===== src/qws_pkg.sv =====
// ----------------------------------------------------------------------------
// qws_pkg: shared types and constants of the quoted word splitter
// Result kinds, character codes, escape table and result queue sizing.
// ----------------------------------------------------------------------------
package qws_pkg;

  // result kinds
  localparam logic [1:0] KIND_BYTE       = 2'd0;
  localparam logic [1:0] KIND_TOKEN_END  = 2'd1;
  localparam logic [1:0] KIND_STRING_END = 2'd2;

  // characters with a special meaning
  localparam logic [7:0] CH_SPACE     = 8'd32;
  localparam logic [7:0] CH_TAB       = 8'd9;
  localparam logic [7:0] CH_CR        = 8'd13;
  localparam logic [7:0] CH_DQUOTE    = 8'd34;
  localparam logic [7:0] CH_SQUOTE    = 8'd39;
  localparam logic [7:0] CH_BACKSLASH = 8'd92;
  localparam logic [7:0] CH_ZERO      = 8'd48;
  localparam logic [7:0] CH_NINE      = 8'd57;

  // escape letters and the bytes they stand for
  localparam logic [7:0] CH_B = 8'd98;
  localparam logic [7:0] CH_E = 8'd101;
  localparam logic [7:0] CH_F = 8'd102;
  localparam logic [7:0] CH_N = 8'd110;
  localparam logic [7:0] CH_R = 8'd114;
  localparam logic [7:0] CH_T = 8'd116;
  localparam logic [7:0] CH_V = 8'd118;

  localparam logic [7:0] ESC_BS  = 8'd8;
  localparam logic [7:0] ESC_ESC = 8'd27;
  localparam logic [7:0] ESC_FF  = 8'd12;
  localparam logic [7:0] ESC_LF  = 8'd10;
  localparam logic [7:0] ESC_CR  = 8'd13;
  localparam logic [7:0] ESC_TAB = 8'd9;
  localparam logic [7:0] ESC_VT  = 8'd11;

  // register map: byte address bit that selects the register
  localparam logic REG_DELIMITER = 1'b0;
  localparam logic REG_EMPTY_TOK = 1'b1;

  // result queue
  localparam int MAX_RESULTS = 4;
  localparam int QUEUE_DEPTH = 8;
  localparam int PTR_W       = $clog2(QUEUE_DEPTH);
  localparam int CNT_W       = $clog2(QUEUE_DEPTH + 1);
  localparam int NRES_W      = $clog2(MAX_RESULTS + 1);

  typedef struct packed {
    logic [1:0] kind;
    logic [7:0] value;
    logic       last;
  } res_t;

  // space, tab, line feed, vertical tab, form feed, carriage return
  function automatic logic is_ws(input logic [7:0] c);
    return (c == CH_SPACE) || ((c >= CH_TAB) && (c <= CH_CR));
  endfunction

endpackage


===== src/quoted_word_splitter.sv =====
// ----------------------------------------------------------------------------
// quoted_word_splitter: shell-style word splitting with quotes and escapes
// Splits a byte stream into token bytes, token-end and string-end results.
// ----------------------------------------------------------------------------
// One input byte is accepted per cycle whenever the 8-entry result queue has
// room for four results; the byte is decoded in the cycle it is accepted and
// its 0 to 4 results are written into the queue at once. Results leave the
// queue one per cycle while out_ready is high, so the sustained rate is one
// byte per cycle as long as bytes average at most one result and out_ready
// stays high; the queue absorbs the extra results of bytes with more results.
// Configuration goes through a small APB port: delimiter at address 0 (zero
// means any whitespace), the empty-token flag at 4.
module quoted_word_splitter (
  input  logic       clk,
  input  logic       rst_n,
  // input channel
  input  logic       in_valid,
  output logic       in_ready,
  input  logic [7:0] in_byte_in,
  input  logic       in_is_final,
  // result channel
  output logic       out_valid,
  input  logic       out_ready,
  output logic [1:0] out_kind,
  output logic [7:0] out_value,
  output logic       out_run_last,
  // configuration port
  input  logic        psel,
  input  logic        penable,
  input  logic        pwrite,
  input  logic [2:0]  paddr,
  input  logic [31:0] pwdata,
  output logic [31:0] prdata,
  output logic        pready
);

  typedef enum logic [2:0] {
    MODE_SKIP,
    MODE_TOKEN,
    MODE_SQUOTE,
    MODE_ESC,
    MODE_ESC0
  } mode_t;

  // parser state
  mode_t      mode_r, mode_nxt;
  logic       dq_r, dq_nxt;
  logic       dc_r, dc_nxt;
  logic [6:0] dv_r, dv_nxt;
  logic       thc_r, thc_nxt;

  // configuration
  logic [7:0] delim_r;
  logic       keep_r;

  // result queue
  qws_pkg::res_t                 fifo_r [qws_pkg::QUEUE_DEPTH];
  logic [qws_pkg::PTR_W-1:0]     wr_r, rd_r;
  logic [qws_pkg::CNT_W-1:0]     cnt_r, cnt_nxt;

  logic                          in_fire, pop, cfg_wr;
  qws_pkg::res_t                 res [qws_pkg::MAX_RESULTS];
  logic [qws_pkg::NRES_W-1:0]    nres;

  assign in_fire = in_valid && in_ready;
  assign pop     = out_valid && out_ready;
  assign cfg_wr  = psel && penable && pwrite && pready;

  // configuration read and write
  assign pready = 1'b1;
  assign prdata = (paddr[2] == qws_pkg::REG_EMPTY_TOK) ? {31'd0, keep_r} : {24'd0, delim_r};

  always_ff @(posedge clk) begin
    if (!rst_n) begin
      delim_r <= 8'd0;
      keep_r  <= 1'b0;
    end else if (cfg_wr) begin
      if (paddr[2] == qws_pkg::REG_EMPTY_TOK) begin
        keep_r <= pwdata[0];
      end else begin
        delim_r <= pwdata[7:0];
      end
    end
  end

  // byte decode: next state and the results of this byte
  always_comb begin
    logic [7:0] c;
    logic       do_tok;
    logic       delim_hit;
    logic [7:0] digit;
    logic [6:0] two_digit;

    c         = in_byte_in;
    do_tok    = 1'b0;
    digit     = c - qws_pkg::CH_ZERO;
    two_digit = {dv_r[3:0], 3'b000} + {dv_r[5:0], 1'b0} + digit[6:0];
    delim_hit = (delim_r != 8'd0) ? (c == delim_r) : qws_pkg::is_ws(c);

    mode_nxt = mode_r;
    dq_nxt   = dq_r;
    dc_nxt   = dc_r;
    dv_nxt   = dv_r;
    thc_nxt  = thc_r;
    nres     = '0;
    for (int k = 0; k < qws_pkg::MAX_RESULTS; k++) begin
      res[k] = '0;
    end

    // per-mode handling
    case (mode_r)
      MODE_SKIP: begin
        if (!qws_pkg::is_ws(c)) begin
          mode_nxt = MODE_TOKEN;
          thc_nxt  = 1'b0;
          dq_nxt   = 1'b0;
          do_tok   = 1'b1;
        end
      end
      MODE_SQUOTE: begin
        if (c == qws_pkg::CH_SQUOTE) begin
          mode_nxt = MODE_TOKEN;
        end else begin
          res[nres[1:0]] = '{qws_pkg::KIND_BYTE, c, 1'b0};
          nres    = nres + 1'b1;
          thc_nxt = 1'b1;
        end
      end
      MODE_ESC: begin
        mode_nxt = MODE_TOKEN;
        thc_nxt  = 1'b1;
        case (c)
          qws_pkg::CH_BACKSLASH: res[0] = '{qws_pkg::KIND_BYTE, qws_pkg::CH_BACKSLASH, 1'b0};
          qws_pkg::CH_B:         res[0] = '{qws_pkg::KIND_BYTE, qws_pkg::ESC_BS, 1'b0};
          qws_pkg::CH_E:         res[0] = '{qws_pkg::KIND_BYTE, qws_pkg::ESC_ESC, 1'b0};
          qws_pkg::CH_F:         res[0] = '{qws_pkg::KIND_BYTE, qws_pkg::ESC_FF, 1'b0};
          qws_pkg::CH_N:         res[0] = '{qws_pkg::KIND_BYTE, qws_pkg::ESC_LF, 1'b0};
          qws_pkg::CH_R:         res[0] = '{qws_pkg::KIND_BYTE, qws_pkg::ESC_CR, 1'b0};
          qws_pkg::CH_T:         res[0] = '{qws_pkg::KIND_BYTE, qws_pkg::ESC_TAB, 1'b0};
          qws_pkg::CH_V:         res[0] = '{qws_pkg::KIND_BYTE, qws_pkg::ESC_VT, 1'b0};
          qws_pkg::CH_SPACE:     res[0] = '{qws_pkg::KIND_BYTE, qws_pkg::CH_SPACE, 1'b0};
          qws_pkg::CH_DQUOTE:    res[0] = '{qws_pkg::KIND_BYTE, qws_pkg::CH_DQUOTE, 1'b0};
          qws_pkg::CH_ZERO: begin
            mode_nxt = MODE_ESC0;
            dc_nxt   = 1'b0;
            dv_nxt   = 7'd0;
            thc_nxt  = thc_r;
          end
          default: begin
            // unknown escape keeps the backslash
            res[0] = '{qws_pkg::KIND_BYTE, qws_pkg::CH_BACKSLASH, 1'b0};
            res[1] = '{qws_pkg::KIND_BYTE, c, 1'b0};
            nres   = nres + 1'b1;
          end
        endcase
        if (c != qws_pkg::CH_ZERO) begin
          nres = nres + 1'b1;
        end
      end
      MODE_ESC0: begin
        if ((c >= qws_pkg::CH_ZERO) && (c <= qws_pkg::CH_NINE)) begin
          if (!dc_r) begin
            dv_nxt = digit[6:0];
            dc_nxt = 1'b1;
          end else begin
            res[0]   = '{qws_pkg::KIND_BYTE, {1'b0, two_digit}, 1'b0};
            nres     = nres + 1'b1;
            thc_nxt  = 1'b1;
            mode_nxt = MODE_TOKEN;
            dc_nxt   = 1'b0;
            dv_nxt   = 7'd0;
          end
        end else begin
          // non-digit ends the number, then is parsed as usual
          res[0]   = '{qws_pkg::KIND_BYTE, {1'b0, dv_r}, 1'b0};
          nres     = nres + 1'b1;
          thc_nxt  = 1'b1;
          mode_nxt = MODE_TOKEN;
          dc_nxt   = 1'b0;
          dv_nxt   = 7'd0;
          do_tok   = 1'b1;
        end
      end
      default: begin
        mode_nxt = MODE_TOKEN;
        do_tok   = 1'b1;
      end
    endcase

    // ordinary byte inside a token
    if (do_tok) begin
      if ((c == qws_pkg::CH_SQUOTE) && !dq_nxt) begin
        mode_nxt = MODE_SQUOTE;
      end else if (c == qws_pkg::CH_DQUOTE) begin
        dq_nxt = !dq_nxt;
      end else if (!dq_nxt && delim_hit) begin
        if (keep_r || thc_nxt) begin
          res[nres[1:0]] = '{qws_pkg::KIND_TOKEN_END, 8'd0, 1'b0};
          nres = nres + 1'b1;
        end
        mode_nxt = MODE_SKIP;
        thc_nxt  = 1'b0;
        dq_nxt   = 1'b0;
      end else if (c == qws_pkg::CH_BACKSLASH) begin
        mode_nxt = MODE_ESC;
      end else begin
        res[nres[1:0]] = '{qws_pkg::KIND_BYTE, c, 1'b0};
        nres    = nres + 1'b1;
        thc_nxt = 1'b1;
      end
    end

    // end of string: flush pending number, close token, mark string end
    if (in_is_final) begin
      if (mode_nxt == MODE_ESC0) begin
        res[nres[1:0]] = '{qws_pkg::KIND_BYTE, {1'b0, dv_nxt}, 1'b0};
        nres    = nres + 1'b1;
        thc_nxt = 1'b1;
      end
      if ((mode_nxt != MODE_SKIP) && (keep_r || thc_nxt)) begin
        res[nres[1:0]] = '{qws_pkg::KIND_TOKEN_END, 8'd0, 1'b0};
        nres = nres + 1'b1;
      end
      res[nres[1:0]] = '{qws_pkg::KIND_STRING_END, 8'd0, 1'b0};
      nres     = nres + 1'b1;
      mode_nxt = MODE_SKIP;
      dq_nxt   = 1'b0;
      dc_nxt   = 1'b0;
      dv_nxt   = 7'd0;
      thc_nxt  = 1'b0;
    end

    // mark the last result of this byte
    if (nres != '0) begin
      res[2'(nres - 1'b1)].last = 1'b1;
    end
  end

  // parser state registers
  always_ff @(posedge clk) begin
    if (!rst_n) begin
      mode_r <= MODE_SKIP;
      dq_r   <= 1'b0;
      dc_r   <= 1'b0;
      dv_r   <= 7'd0;
      thc_r  <= 1'b0;
    end else if (in_fire) begin
      mode_r <= mode_nxt;
      dq_r   <= dq_nxt;
      dc_r   <= dc_nxt;
      dv_r   <= dv_nxt;
      thc_r  <= thc_nxt;
    end
  end

  // result queue: up to four writes, one read per cycle
  assign in_ready     = cnt_r <= qws_pkg::CNT_W'(qws_pkg::QUEUE_DEPTH - qws_pkg::MAX_RESULTS);
  assign out_valid    = cnt_r != '0;
  assign out_kind     = fifo_r[rd_r].kind;
  assign out_value    = fifo_r[rd_r].value;
  assign out_run_last = fifo_r[rd_r].last;

  always_comb begin
    cnt_nxt = cnt_r;
    if (in_fire) begin
      cnt_nxt = cnt_nxt + qws_pkg::CNT_W'(nres);
    end
    if (pop) begin
      cnt_nxt = cnt_nxt - 1'b1;
    end
  end

  always_ff @(posedge clk) begin
    if (!rst_n) begin
      wr_r  <= '0;
      rd_r  <= '0;
      cnt_r <= '0;
    end else begin
      cnt_r <= cnt_nxt;
      if (in_fire) begin
        wr_r <= wr_r + qws_pkg::PTR_W'(nres);
      end
      if (pop) begin
        rd_r <= rd_r + 1'b1;
      end
    end
  end

  // queue payload, no reset
  always_ff @(posedge clk) begin
    for (int k = 0; k < qws_pkg::MAX_RESULTS; k++) begin
      if (in_fire && (qws_pkg::NRES_W'(k) < nres)) begin
        fifo_r[wr_r + qws_pkg::PTR_W'(k)] <= res[k];
      end
    end
  end

`ifndef ASSERT_OFF
  // queue never holds more than its depth
  a_cnt_bound: assert property (@(posedge clk) disable iff (!rst_n)
    cnt_r <= qws_pkg::CNT_W'(qws_pkg::QUEUE_DEPTH))
    else $error("result queue count above depth");

  // an accepted item always finds room for all of its results
  a_no_overflow: assert property (@(posedge clk) disable iff (!rst_n)
    in_fire |-> ({1'b0, cnt_r} + {1'b0, qws_pkg::CNT_W'(nres)})
      <= (qws_pkg::CNT_W + 1)'(qws_pkg::QUEUE_DEPTH))
    else $error("result queue overflow");

  // end of string returns the parser to its idle state
  a_final_clears: assert property (@(posedge clk) disable iff (!rst_n)
    in_fire && in_is_final |=> mode_r == MODE_SKIP && !dq_r && !thc_r && !dc_r)
    else $error("parser state not cleared after end of string");

  // a pending first digit exists only after backslash-zero
  a_digit_mode: assert property (@(posedge clk) disable iff (!rst_n)
    dc_r |-> mode_r == MODE_ESC0)
    else $error("digit count set outside numeric escape");
`endif

endmodule

===== config.mk =====
export PLATFORM = sky130hd
export DESIGN_NAME = quoted_word_splitter
export DESIGN_NICKNAME = d
export VERILOG_FILES = /design/src/qws_pkg.sv /design/src/quoted_word_splitter.sv
export SDC_FILE = /design/constraint.sdc
export NUM_CORES = 1
export LEC_CHECK = 0
export ABC_CLOCK_PERIOD_IN_PS = 9920
export BUFFER_PORTS_ARGS = -buffer_cell sky130_fd_sc_hd__buf_2
export CORE_MARGIN = 3
export CORE_UTILIZATION = 62
export CTS_CLUSTER_SIZE = 40
export DETAILED_ROUTE_END_ITERATION = 10
export HOLD_SLACK_MARGIN = 0.1
export PLACE_DENSITY_LB_ADDON = 0.3
export SLEW_MARGIN = 20
export SYNTH_ARGS = -nofsm -noshare
export SYNTH_HDL_FRONTEND = slang
export SYNTH_SLANG_ARGS = --single-unit

===== constraint.sdc =====
create_clock -name clk -period 9.92 [get_ports clk]
set_clock_uncertainty 0.15 [all_clocks]
set_input_delay 2.48 -clock clk [delete_from_list [all_inputs] [get_ports clk]]
set_output_delay 2.48 -clock clk [all_outputs]
set_load 0.02 [all_outputs]

==> metrics.md <==
| Metric | Value |
|---|---|
| Syn Std Cell Area | `11010 sq um` |
| Avg WL per Cell | `between 20 and 25 um` |
| Most common cell after layout, fill and taps aside | `nand2_1` |
| Vias in the first global route | `about 9700` |
| Chip Width | `139.2 um` |
| Root Buffer | `clkbuf_16` |
| Hold Violations, Final | `0` |
| Max clock buf depth | `2` |
| Crit Path Max Fanout | `24` |
| Ant. Diodes | `0` |
| Ports | `97` |
| Layout area overhead | `8.333%` |
| CP startpoint kind | `input pin` |
| Outcome | `finished, final reports clean` |
| Critical path class | `in2reg` |
| Hold WS | `roughly 340 ps` |
| Multiplexer area fraction after synthesis | `12.62%` |
| DRT Pass-1 Iters | `7` |
| Sw frac | `just over 40%` |
| Clock sink count | `123` |
| Routed Antenna Nets | `0` |
| Die area | `19390 sq um` |
| Clock share of power | `23.9%` |
| Post-CTS sizing | `0` |
| Post-synthesis adder-cell area fraction | `under 10%` |
| Worst setup EP type | `flop` |
| Port bufs | `45` |
| Final worst path period share | `between 90% and 100%` |
| Max-slew headroom | `29.01%` |
| Dominant synthesized flop cell | `edfxtp_1` |
| Sw Pwr | `1034 uW` |
| Largest family of logic cells by synthesized area | `compound AO/OA/AOI/OAI gates` |
| HPWL Detailed | `~24000 um` |
| Post-synth EDFFs | `88` |
| Via count | `approximately 10000` |
| Peak supply drop | `between 0.15 and 0.2 mV` |
| Setup TNS | `0 ps` |
| Synth warnings | `0` |
| Share of layout cells above drive strength 1 | `between 15 and 20%` |
| Tmin final | `9188 ps` |
| Fraction of registers with async set/reset | `0%` |
| Starting Density | `63.41%` |
| WL final | `33740 um` |
| Peak Freq | `0.1088 GHz` |
| Core area | `approximately 17000 sq um` |
| CTS Buf Count | `17` |
| Comb pwr share | `45.6%` |
| Largest net degree at the start of global routing | `37` |
| Hold crit path type | `reg2reg` |
| Post-synthesis compound-gate area fraction | `~25%` |
| Measured slew at the worst slew-check pin | `~1100 ps` |
| Power per cell area | `about 210 nW/um^2` |
| Post-CTS Setup Bufs | `0` |
| Avg Inst Size Synth | `around 9.1 sq um` |
| FP Rows | `48` |
| Flops & latches, synth | `123` |
| Count of nets after finishing | `1318` |
| Clock transition at the registers of the reported paths | `approximately 60 ps` |
| CTS tree | `done` |
| Slew Limit Fails | `0` |
| Initial DRC Count | `~1500` |
| Max Cap Violations | `0` |
| Vias/cell | `~7.0` |
| DRC Markers | `0` |
| First-pass GRT wire length | `between 50000 and 60000 um` |
| Synth Instances | `around 1200` |
| Initial antenna violation count | `0` |
| Most frequent cells in the layout | `nand2_1 (103), edfxtp_1 (88), nor2_1 (74)` |
| Hold Buf Count CTS | `0` |
| WP data required | `slightly below 10000 ps` |
| Internal power | `around 1500 uW` |
| Final setup fails | `0` |
| Leakage Power | `0.004673 uW` |
| Htree depth | `4` |
| Sequential area share after synthesis | `between 30% and 40%` |
| Die Y | `139.2 um` |
| RSZ-0062 raised after global routing | `no` |
| Grt ovf | `0` |
| Post-Synth XOR/XNOR Area | `under 10%` |
| Worst Path Arrival | `just over 9000 ps` |
| Worst skew pair latency | `440 ps` |
| Simple-Gate Fraction of Synth Area | `about 18%` |
| RePlAce Congestion | `roughly 1.0` |
| Flop pwr share | `30.5%` |
| GRT Util Overall | `34.20%` |
| Synth unique cells | `95` |
critical path, cell delays in order:
cell and delay (ps):
buf_2 170, inv_1 190, ha_1 350, nor4b_4 350, nand3_1 240, a2111oi_4 450
a211oi_2 150, mux2_4 350, xnor2_4 280, ha_1 280, nand2_1 50, a21boi_0 370
ha_1 310, a21o_1 190, ha_1 290, nor2_1 180, nand2_1 80, o41ai_1 350
a211oi_1 110, buf_4 220, a311oi_2 240, buf_4 310, nand2_1 360, nand3_1 710
path summary, 6_finish.rpt:
kind / depth (start not counted) / to / from / slack [ps]
hold / removal: 1 / dv_r[6]$_SDFFE_PN0P_ / dv_r[6]$_SDFFE_PN0P_ / 340
hold reg to reg: 1 / dv_r[6]$_SDFFE_PN0P_ / dv_r[6]$_SDFFE_PN0P_ / 340
setup reg to reg: 21 / fifo_r[0][10]$_DFFE_PP_ / mode_r[2]$_SDFFE_PN0P_ / 3080
setup / recovery: 24 / fifo_r[0][10]$_DFFE_PP_ / in_byte_in[4] / 730
cell usage after synthesis, types with 31 or more instances:
master / instances / share of area [%]
a21oi_1: 71 / 3.2
a221o_1: 35 / 3.2
clkbuf_1: 48 / 1.6
dfxtp_1: 35 / 6.4
edfxtp_1: 88 / 24
ha_1: 36 / 4.1
inv_1: 33 / 1.1
mux2i_1: 54 / 4.9
nand2_1: 103 / 3.5
nand3_1: 31 / 1.4
nor2_1: 74 / 2.5
nor3_1: 45 / 2.0
o21ai_0: 43 / 2.0
final cells by class:
class                      count  area, sq um
timing repair buffer          87        540.5
clock inverter                15        141.4
sequential                   123         3344
clock buffer                  17        425.4
inverter                      35        131.4
tap                          225        281.5
fill                        1376         5434
multi-input combinational    961         7058
cell families after synthesis:
logic type               count (synthesis)
AND/OR/NAND/NOR                        380
AO/OA/AOI/OAI                          377
buffers and inverters                  143
flip-flops                             123
multiplexers                           107
adder cells (fa/ha/maj)                 42
XOR/XNOR                                30
other                                    2
sequential cells by signal, indices dropped and copies added (netlist names), named ones only:
name / count
wr_r: 3
rd_r: 3
delim_r: 8
dq_r: 1
dv_r: 7
keep_r: 1
thc_r: 1
cnt_r: 4
mode_r: 3
fifo_r: 88
dc_r: 1
per-layer routing:
metal | vias to the layer above | share of wire, % | global-route usage, %
li1 | 4618 | - | -
met1 | 4809 | 39 | 45.21
met2 | 644 | 46 | 54.81
met3 | 133 | 9.7 | 6.495
met5 | - | 0 | 0
met4 | 0 | 4.7 | 15.50
power groups by stage:
stage	sequential [uW]	combinational, uW	clock (uW)
CTS	775	1140	611
global placement	777	1100	0
finish	774	1160	608
detailed placement	786	1130	0
floorplan	754	846	0
global route	786	1240	633
stage by stage:
| stage | std cells | worst slack [ps] | instance area [sq um] | utilization [%] | total power (uW) |
|---|---|---|---|---|---|
| final | 1463 | 731.7 | 11920 | 68.69 | 2543 |
| after global routing | 1463 | 369.2 | 11920 | 68.69 | 2661 |
| after CTS | 1463 | 799.6 | 11920 | 68.69 | 2523 |
| after detailed placement | 1431 | 407.0 | 11350 | 65.42 | 1915 |
| after global placement | 1431 | 537.9 | 11350 | 65.42 | 1882 |
| after floorplan | 1227 | 1684 | 11090 | - | 1600 |
No activity file was read; power rests on OpenSTA's default activity.
